<file path="src/sv/ntpr_pkg.sv">
// ----------------------------------------------------------------------------
// ntpr_pkg
// Shared constants, codes and request types of the pattern replace core.
// ----------------------------------------------------------------------------
package ntpr_pkg;

    localparam int NUM_PAIRS       = 4;
    localparam int MAX_PATTERN_LEN = 32;
    localparam int COUNT_WIDTH     = 16;

    localparam int WIN_LEN     = MAX_PATTERN_LEN + 1;
    localparam int FILL_W      = $clog2(WIN_LEN + 1);
    localparam int SLOT_W      = (WIN_LEN > 1) ? $clog2(WIN_LEN) : 1;
    localparam int PAIR_W      = (NUM_PAIRS > 1) ? $clog2(NUM_PAIRS) : 1;
    localparam int QUEUE_DEPTH = 4;
    localparam int QPTR_W      = $clog2(QUEUE_DEPTH);
    localparam int QCNT_W      = $clog2(QUEUE_DEPTH + 1);

    // request type codes on the input channel
    localparam logic [1:0] REQ_DATA    = 2'd0;
    localparam logic [1:0] REQ_PATTERN = 2'd1;
    localparam logic [1:0] REQ_REPLACE = 2'd2;

    // classified kinds carried through the queue
    localparam logic [1:0] KIND_DATA    = 2'd0;
    localparam logic [1:0] KIND_PATTERN = 2'd1;
    localparam logic [1:0] KIND_REPLACE = 2'd2;

    // result kinds
    localparam logic OUT_BYTE  = 1'b0;
    localparam logic OUT_COUNT = 1'b1;

    typedef struct packed {
        logic [1:0] req_type;
        logic [1:0] entry_index;
        logic [5:0] byte_pos;
        logic [7:0] byte_value;
        logic       end_of_buffer;
    } t_in_item;

    typedef struct packed {
        logic        out_kind;
        logic [7:0]  out_byte;
        logic [15:0] match_count;
        logic        is_last;
    } t_out_item;

    typedef struct packed {
        logic [1:0]        kind;
        logic [PAIR_W-1:0] entry;
        logic [SLOT_W-1:0] pos;
        logic [7:0]        value;
        logic              last;
    } t_q_item;

endpackage

</file>
<file path="src/sv/ntpr_front.sv">
// ----------------------------------------------------------------------------
// ntpr_front
// Accepts requests, drops unknown ones and bad load addresses, registers
// the classified request and hands it to the queue.
// ----------------------------------------------------------------------------
module ntpr_front (
    input  logic               i_clk,
    input  logic               i_rst_n,
    input  logic               i_in_valid,
    output logic               o_in_stall,
    input  ntpr_pkg::t_in_item i_in_data,
    output logic               o_push,
    output ntpr_pkg::t_q_item  o_push_item,
    input  logic               i_q_full
);
    import ntpr_pkg::*;

    logic    r_valid, n_valid;
    t_q_item r_item, n_item;
    logic    accept, keep;
    logic    addr_ok;

    assign o_in_stall  = r_valid && i_q_full;
    assign accept      = i_in_valid && !o_in_stall;
    assign o_push      = r_valid && !i_q_full;
    assign o_push_item = r_item;

    assign addr_ok = (int'(i_in_data.entry_index) < NUM_PAIRS) &&
                     (int'(i_in_data.byte_pos) <= MAX_PATTERN_LEN);

    always_comb begin
        n_item.entry = PAIR_W'(i_in_data.entry_index);
        n_item.pos   = SLOT_W'(i_in_data.byte_pos);
        n_item.value = i_in_data.byte_value;
        n_item.last  = 1'b0;
        case (i_in_data.req_type)
            REQ_DATA: begin
                keep         = 1'b1;
                n_item.kind  = KIND_DATA;
                n_item.last  = i_in_data.end_of_buffer;
            end
            REQ_PATTERN: begin
                keep        = addr_ok;
                n_item.kind = KIND_PATTERN;
            end
            REQ_REPLACE: begin
                keep        = addr_ok;
                n_item.kind = KIND_REPLACE;
            end
            default: begin
                keep        = 1'b0;
                n_item.kind = KIND_DATA;
            end
        endcase
        n_valid = accept ? keep : (r_valid && i_q_full);
    end

    always_ff @(posedge i_clk) begin
        if (!i_rst_n) begin
            r_valid <= 1'b0;
        end else begin
            r_valid <= n_valid;
        end
    end

    always_ff @(posedge i_clk) begin
        if (accept) begin
            r_item <= n_item;
        end
    end

endmodule

</file>
<file path="config.mk">
export PLATFORM = sky130hd
export DESIGN_NAME = ntpr_front
export DESIGN_NICKNAME = d
export VERILOG_FILES = /design/src/sv/ntpr_pkg.sv /design/src/sv/ntpr_front.sv
export SDC_FILE = /design/constraint.sdc
export NUM_CORES = 1
export LEC_CHECK = 0
export BUFFER_PORTS_ARGS = -buffer_cell sky130_fd_sc_hd__buf_2
export CAP_MARGIN = 10
export CORE_MARGIN = 3
export CORE_UTILIZATION = 40
export CTS_CLUSTER_SIZE = 12
export DETAILED_ROUTE_END_ITERATION = 8
export PLACE_DENSITY = 0.8
export SLEW_MARGIN = 0
export SYNTH_ARGS = -nofsm -noshare
export SYNTH_HDL_FRONTEND = slang
export SYNTH_SLANG_ARGS = --single-unit
</file>
<file path="constraint.sdc">
create_clock -name i_clk -period 2.6 [get_ports i_clk]
set_clock_uncertainty 0.2 [all_clocks]
set_input_delay 0.13 -clock i_clk [delete_from_list [all_inputs] [get_ports i_clk]]
set_output_delay 0.13 -clock i_clk [all_outputs]
set_load 0.01 [all_outputs]
</file>
==> flow_summary.yaml <==
status:
  status: "completed"
power_and_ir_drop:
  power_density_nw_per_um2: 506
  irDropWorstVdd_mv: 0.371
  power_leakage_nw: 0.534
sta:
  setup_viol: 0
  rsz0062_at_grt: "false"
  tightest_slew_ns: 0.215
  finalHoldViolations: 0
  fin_setup_tns_ns: 0
  period_share_pct: 58.3
  fmax_ghz: 0.660
  slew_viol_final: 0
  period_needed_ns: 1.52
  slew_headroom_pct: 85.5
final_layout:
  seq_area_um2: 591
  multi_input_area_um2: 123
  utilization_pct: 75.3
  fillers: 102
  num_antenna_cells: 0
  final_cell_mix: "43 x buf_2, 20 x dlygate4sd3_1, 19 x edfxtp_1"
  fin_nets: 133
  design_area_um2: 1200
  drive_above_1_share_pct: 45.7
  area_growth_pct: 66.5
  mostFrequentLayoutCell: "buf_2"
clock_network:
  numCtsBuffers: 3
  htree_num_levels: 1
  cts_resized: 0
  cts_tree: "done"
  cts.clk_slew.worst_paths_ns: 0.10
  cts_root_buf: "clkbuf_4"
  clock_sinks: 20
  postCtsSetupBuffers: 0
  cts_max_path_buffers: 2
  clk_latency_ns: 0.29
  cts_hold_buf: 20
yosys:
  syn-cell-area_um2: 721
  synth_top_area_share_pct: 79.2
  postSynthCellCount: 37
  syn-num-nets: 64
  avgSynthCellArea_um2: 19.5
  ys_types: 11
  synth_warnings: 0
  yosysSeqAreaShare_pct: 81.9
  ys_top_cells_by_area: "edfxtp_1 79%, ha_1 6.9%, nor2b_1 3.5%"
  ys_seq_elements: 20
  synth_area_leader_cell: "edfxtp_1"
die:
  initial_utilization_pct: 45.2
  io_pins: 44
  row_count: 14
  core_um2: 1590
  die_y_um: 48.4
  fp.dieArea_um2: 2350
  die_x_um: 48.4
drt:
  firstDrtPassIters: 2
  vias_per_cell: 4.14
  drc: 0
  num_vias: 534
  wire_per_inst_um: 11.5
  detail-route-antenna-nets: 0
  drtIter0Drc: 4
  drt-total-wl_um: 1480
hold_path:
  min_path_type: "input pin to flip-flop"
global_route:
  grtUsageTotal_pct: 13.1
  antenna_found_initial: 0
  grt_pass1_vias: 529
  overflow: 0
  grt_max_degree: 20
  grt_pass1_wl_um: 2310
worst_setup_path:
  path_buf_inv: 3
  worstSetupPathType: "input pin to flip-flop"
  worstPathCellList: "dlygate4sd3_1, buf_2, inv_1, ha_1, nor2b_1, nor3_1, a21oi_1"
  required_ns: 2.59
  critPathArrivalTime_ns: 1.50
  crit_family: "buffers and inverters"
  slowest_stage: "dlygate4sd3_1"
  cp-end-kind: "flip-flop"
  cpPeakStageDelay_ns: 0.52
  worstPathMaxFanout: 3
  cp-start-kind: "input pin"
run:
  maxCapViolCount: 0
placement:
  place.gp.congestion: 0.643
  postPlaceCellArea_um2: 973
  port_buffers: 43
  dp_hpwl_um: 961
layer usage:
layer / vias up / track usage (%) / part of all wire [%]
met1: 228 / 12.7 / 36
met2: 33 / 25.0 / 53
li1: 273 / - / -
met4: 0 / 5.69 / 0
met3: 0 / 4.29 / 10
met5: - / 0 / 0
path summary, 6_finish.rpt:
kind | from | to | depth (start not counted) | slack (ns)
setup / recovery | i_in_data[17] | r_valid$_SDFF_PN0_ | 7 | 1.08
setup reg to reg | r_valid$_SDFF_PN0_ | o_push_item[15]$_DFFE_PP_ | 3 | 1.23
hold reg to reg | r_valid$_SDFF_PN0_ | r_valid$_SDFF_PN0_ | 3 | 0.55
hold / removal | i_in_valid | r_valid$_SDFF_PN0_ | 4 | 0.06
power breakdown:
part / internal, mW / total (mW) / switching [mW] / leakage [nW]
clock: 0.0558 / 0.140 / 0.0843 / 0.0154
sequential: 0.374 / 0.378 / 0.00369 / 0.194
combinational: 0.0499 / 0.0884 / 0.0385 / 0.324
total: 0.480 / 0.607 / 0.127 / 0.534
flip-flops by register name (all words and copies together), names as in the netlist:
signal / flops
o_push_item: 19
r_valid: 1
Yosys cell counts:
cell type	number
nor2b_1	4
dfxtp_1	1
and2_1	2
nor4_2	1
edfxtp_1	19
a21oi_1	1
o21ai_0	1
nor3_1	1
ha_1	4
nand3b_1	1
inv_1	2
layout make-up:
class                           instances  share of cell area, %
Clock inverter                          1                  0.313
Inverter                                2                  0.626
Clock buffer                            3                   1.88
Multi-Input combinational cell         15                   10.2
Sequential cell                        20                   49.2
Tap cell                               24                   2.50
Timing Repair Buffer                   64                   35.2
metrics by stage:
| stage | setup WS (ns) | power [mW] | hold WS (ns) | instances |
|---|---|---|---|---|
| after floorplan | 0.615 | 0.412 | 0.0289 | 37 |
| after global placement | 1.27 | 0.450 | 0.108 | 105 |
| after detailed placement | 1.24 | 0.452 | 0.109 | 105 |
| after CTS | 1.09 | 0.613 | 0.0607 | 129 |
| after global routing | 1.00 | 0.631 | 0.107 | 129 |
| final | 1.08 | 0.607 | 0.0561 | 129 |
tightest hold or removal path, stage by stage:
cell and delay, ns:
buf_2 0.08, nor2b_1 0.11, o21ai_0 0.08, a21oi_1 0.11
cells by family after synthesis:
logic type	after synthesis	share of synthesized area, %
DFF	20	81.9
and+or+nand+nor	9	8.68
adders and majority gates	4	6.94
AOI/OAI and AO/OA	2	1.39
buffers and inverters	2	1.04
Note: power is estimated with default switching activity, not from simulation.
