File: config.mk
export PLATFORM = sky130hd
export DESIGN_NAME = ntpr_queue
export DESIGN_NICKNAME = d
export VERILOG_FILES = /design/src/sv/ntpr_pkg.sv /design/src/sv/ntpr_queue.sv
export SDC_FILE = /design/constraint.sdc
export NUM_CORES = 1
export LEC_CHECK = 0
export BUFFER_PORTS_ARGS = -buffer_cell sky130_fd_sc_hd__buf_2
export CAP_MARGIN = 20
export CORE_UTILIZATION = 25
export CTS_BUF_LIST = sky130_fd_sc_hd__clkbuf_8
export DETAILED_ROUTE_END_ITERATION = 7
export SYNTH_ARGS = -nofsm -noshare
export SYNTH_HDL_FRONTEND = slang
export SYNTH_SLANG_ARGS = --single-unit
export TNS_END_PERCENT = 1
File: constraint.sdc
create_clock -name i_clk -period 2.9 [get_ports i_clk]
set_input_delay 0.435 -clock i_clk [delete_from_list [all_inputs] [get_ports i_clk]]
set_output_delay 0.435 -clock i_clk [all_outputs]
set_load 0.01 [all_outputs]
File: src/sv/ntpr_pkg.sv
// ----------------------------------------------------------------------------
// ntpr_pkg
// Shared constants, codes and request types of the pattern replace core.
// ----------------------------------------------------------------------------
package ntpr_pkg;

    localparam int NUM_PAIRS       = 4;
    localparam int MAX_PATTERN_LEN = 32;
    localparam int COUNT_WIDTH     = 16;

    localparam int WIN_LEN     = MAX_PATTERN_LEN + 1;
    localparam int FILL_W      = $clog2(WIN_LEN + 1);
    localparam int SLOT_W      = (WIN_LEN > 1) ? $clog2(WIN_LEN) : 1;
    localparam int PAIR_W      = (NUM_PAIRS > 1) ? $clog2(NUM_PAIRS) : 1;
    localparam int QUEUE_DEPTH = 4;
    localparam int QPTR_W      = $clog2(QUEUE_DEPTH);
    localparam int QCNT_W      = $clog2(QUEUE_DEPTH + 1);

    // request type codes on the input channel
    localparam logic [1:0] REQ_DATA    = 2'd0;
    localparam logic [1:0] REQ_PATTERN = 2'd1;
    localparam logic [1:0] REQ_REPLACE = 2'd2;

    // classified kinds carried through the queue
    localparam logic [1:0] KIND_DATA    = 2'd0;
    localparam logic [1:0] KIND_PATTERN = 2'd1;
    localparam logic [1:0] KIND_REPLACE = 2'd2;

    // result kinds
    localparam logic OUT_BYTE  = 1'b0;
    localparam logic OUT_COUNT = 1'b1;

    typedef struct packed {
        logic [1:0] req_type;
        logic [1:0] entry_index;
        logic [5:0] byte_pos;
        logic [7:0] byte_value;
        logic       end_of_buffer;
    } t_in_item;

    typedef struct packed {
        logic        out_kind;
        logic [7:0]  out_byte;
        logic [15:0] match_count;
        logic        is_last;
    } t_out_item;

    typedef struct packed {
        logic [1:0]        kind;
        logic [PAIR_W-1:0] entry;
        logic [SLOT_W-1:0] pos;
        logic [7:0]        value;
        logic              last;
    } t_q_item;

endpackage

File: src/sv/ntpr_queue.sv
// ----------------------------------------------------------------------------
// ntpr_queue
// Short request queue between the front and the back end.
// ----------------------------------------------------------------------------
module ntpr_queue (
    input  logic              i_clk,
    input  logic              i_rst_n,
    input  logic              i_push,
    input  ntpr_pkg::t_q_item i_push_item,
    output logic              o_full,
    output logic              o_valid,
    output ntpr_pkg::t_q_item o_item,
    input  logic              i_pop
);
    import ntpr_pkg::*;

    t_q_item           r_mem [QUEUE_DEPTH];
    logic [QPTR_W-1:0] r_wr, n_wr;
    logic [QPTR_W-1:0] r_rd, n_rd;
    logic [QCNT_W-1:0] r_cnt, n_cnt;
    logic              do_push, do_pop;

    assign o_full  = (r_cnt == QCNT_W'(QUEUE_DEPTH));
    assign o_valid = (r_cnt != '0);
    assign o_item  = r_mem[r_rd];
    assign do_push = i_push && !o_full;
    assign do_pop  = i_pop && o_valid;

    always_comb begin
        n_wr  = r_wr;
        n_rd  = r_rd;
        n_cnt = r_cnt;
        if (do_push) begin
            n_wr = (r_wr == QPTR_W'(QUEUE_DEPTH - 1)) ? '0 : r_wr + QPTR_W'(1);
        end
        if (do_pop) begin
            n_rd = (r_rd == QPTR_W'(QUEUE_DEPTH - 1)) ? '0 : r_rd + QPTR_W'(1);
        end
        if (do_push && !do_pop) begin
            n_cnt = r_cnt + QCNT_W'(1);
        end else if (do_pop && !do_push) begin
            n_cnt = r_cnt - QCNT_W'(1);
        end
    end

    always_ff @(posedge i_clk) begin
        if (!i_rst_n) begin
            r_wr  <= '0;
            r_rd  <= '0;
            r_cnt <= '0;
        end else begin
            r_wr  <= n_wr;
            r_rd  <= n_rd;
            r_cnt <= n_cnt;
        end
    end

    always_ff @(posedge i_clk) begin
        if (do_push) begin
            r_mem[r_wr] <= i_push_item;
        end
    end

endmodule

==> impl_metrics.json <==
{
  "p_per_area_nw_per_um2": 778,
  "syn_area_per_cell_um2": 21.8,
  "synth_area_um2": 3270,
  "setup_viol": 0,
  "cts_hold_buf": 0,
  "max_freq_mhz": 417,
  "postCtsSetupBuffers": 0,
  "maxCapViolCount": 0,
  "drive_gt1_share_pct": 35.7,
  "fill_cells": 1242,
  "drtPass1Iterations": 4,
  "synth_common_cells": "76 x edfxtp_1, 10 x mux4_2, 9 x dfxtp_1, 9 x mux4_1",
  "start_kind": "flip-flop",
  "overflow": 0,
  "multi_input_area_um2": 743,
  "finalWirelength_mm": 5.68,
  "synthMostInstantiatedCell": "edfxtp_1",
  "ys_types": 24,
  "clk_pin_slew_ns": 0.08,
  "htree_levels": 3,
  "end_kind": "flip-flop",
  "status": "finished clean",
  "slew_headroom_pct": 60.9,
  "cp_data_required_time_ns": 3.16,
  "vias_per_cell": 4.01,
  "cts_tree": "built",
  "hold_path_class": "primary input to flip-flop",
  "async_reset_ff_share_pct": 0,
  "layout_min_cycle_time_ns": 2.40,
  "hold_violations": 0,
  "synth_top_cell_area_share_pct": 69.9,
  "dieWidth_um": 116,
  "critPathArrivalTime_ns": 2.66,
  "antenna_found_initial": 0,
  "syn_nets": 180,
  "initial_core_util_pct": 25.8,
  "grt_pass1_wl_mm": 8.73,
  "wl_per_cell_um": 14.9,
  "num_vias": 1531,
  "track_usage_pct": 9.19,
  "seq_area_um2": 2460,
  "cts_resized": 0,
  "die_h_um": 116,
  "numCtsBuffers": 9,
  "ys_seq_area_share_pct": 75.4,
  "root_buffer": "clkbuf_8",
  "layout.nets": 235,
  "port_buffers": 43,
  "rsz0062_at_grt": "false",
  "synthFlopType": "edfxtp_1",
  "place.gp.congestion": 0.661,
  "clockBufferDepth": 2,
  "vdd_drop_max_uv": 223,
  "holdWs_ns": 0.308,
  "drc": 0,
  "yosysTopAreaCell": "edfxtp_1",
  "grt_max_degree": 20,
  "grt_pass1_vias": 1620,
  "timing.final.crit_share_pct": 82.7,
  "first_iter_violations": 78,
  "synth.ff_latch_count": 85,
  "syn_to_final_growth_pct": 18.1,
  "leakagePower_nw": 1.34,
  "fin_setup_tns_ns": 0,
  "synth_cells": 150,
  "utilization_pct": 30.5,
  "dieArea_um2": 13500,
  "synthTopCellsByArea": "edfxtp_1 70%, mux4_1 7.2%, mux4_2 6.9%, dfxtp_1 5.5%, ha_1 2.3%",
  "io_pins": 44,
  "fin_skew_ns": 0.00377,
  "place_hpwl_mm": 3.57,
  "max_slew.worst_pin.slew_ns": 0.582,
  "slew_viol_final": 0,
  "yosysWarnings": 0,
  "ant_nets": 0,
  "clkLatencyLatePin_ns": 0.34,
  "path_max_fanout": 5,
  "synth_edf_count": 76,
  "cts.sink_count": 85,
  "rows": 41,
  "worstSetupPathType": "flip-flop to flip-flop",
  "core_um2": 12700,
  "n_antenna_cell": 0
}
==> critical path, cell delays in order, from the launching register on <==
cell      delay (ns)
dfxtp_1         0.38
o31ai_1         0.55
ha_1            0.30
inv_1           0.06
fa_1            0.38
xor2_1          0.18
or3_1           0.31
a21boi_0        0.18
==> through the flow <==
stage | worst slack (ns) | power (mW) | cells | cell area [um2]
floorplan | 0.791 | 2.10 | 150 | 3270
global placement | 0.632 | 2.35 | 366 | 3700
detailed placement | 0.552 | 2.37 | 366 | 3700
CTS | 0.430 | 3.06 | 382 | 3860
global route | 0.229 | 3.18 | 382 | 3860
finish | 0.503 | 3.00 | 382 | 3860
==> where the power goes <==
part | internal, mW | switching [mW]
registers | 1.49 | 0.0739
logic | 0.373 | 0.372
clock network | 0.299 | 0.389
total | 2.17 | 0.835
==> cell usage in the layout (no fill, tap or decap), types with 3 or more instances in the layout <==
| cell | netlist | final |
|---|---|---|
| edfxtp_1 | 76 | 76 |
| clkbuf_8 | 0 | 9 |
| mux4_2 | 10 | 10 |
| clkinv_2 | 0 | 4 |
| buf_4 | 0 | 7 |
| buf_2 | 3 | 43 |
| and2_1 | 5 | 5 |
| o21ai_0 | 3 | 3 |
| mux2i_1 | 3 | 3 |
| nand2_1 | 6 | 6 |
| ha_1 | 6 | 6 |
| dfxtp_1 | 9 | 9 |
| mux4_1 | 9 | 9 |
| inv_1 | 3 | 5 |
==> state kept, by name, indices dropped and copies added (netlist names), named ones only <==
signal	cells
r_mem	76
r_rd	2
r_wr	2
r_cnt	3
==> layer usage <==
layer | vias to the layer above | share of wire, % | routed length [um] | track usage (%)
li1 | 717 | - | - | -
met1 | 776 | 41 | 2330 | 10.2
met2 | 29 | 52 | 2960 | 15.5
met3 | 9 | 5.0 | 283 | 2.85
met4 | 0 | 1.8 | 102 | 5.38
met5 | - | 0 | 0 | 0
==> cell families after synthesis <==
group | synth area share [%]
flip-flops | 75.4
multiplexers | 15.1
AND/OR/NAND/NOR | 3.33
buffers and inverters | 1.88
adder cells (fa/ha/maj) | 2.91
AO/OA/AOI/OAI | 0.919
XOR/XNOR | 0.536
==> final cells by class <==
class	instances	area share (%)
tap	172	5.58
multi-input combinational	56	19.3
sequential	85	63.8
clock buffer	9	3.21
clock inverter	7	0.908
inverter	3	0.292
timing repair buffer	50	6.94
==> worst paths after layout <==
check / startpoint / to / slack [ns] / cells after the start
setup reg to reg: r_cnt[0] / r_cnt[2] / 0.50 / 7
hold reg to reg: r_wr[1] / r_wr[1] / 0.51 / 2
hold / removal: i_push_item[16] / r_mem[2][16] / 0.31 / 1
setup / recovery: r_cnt[0] / r_cnt[2] / 0.50 / 7
Note: power is estimated with default switching activity, not from simulation.
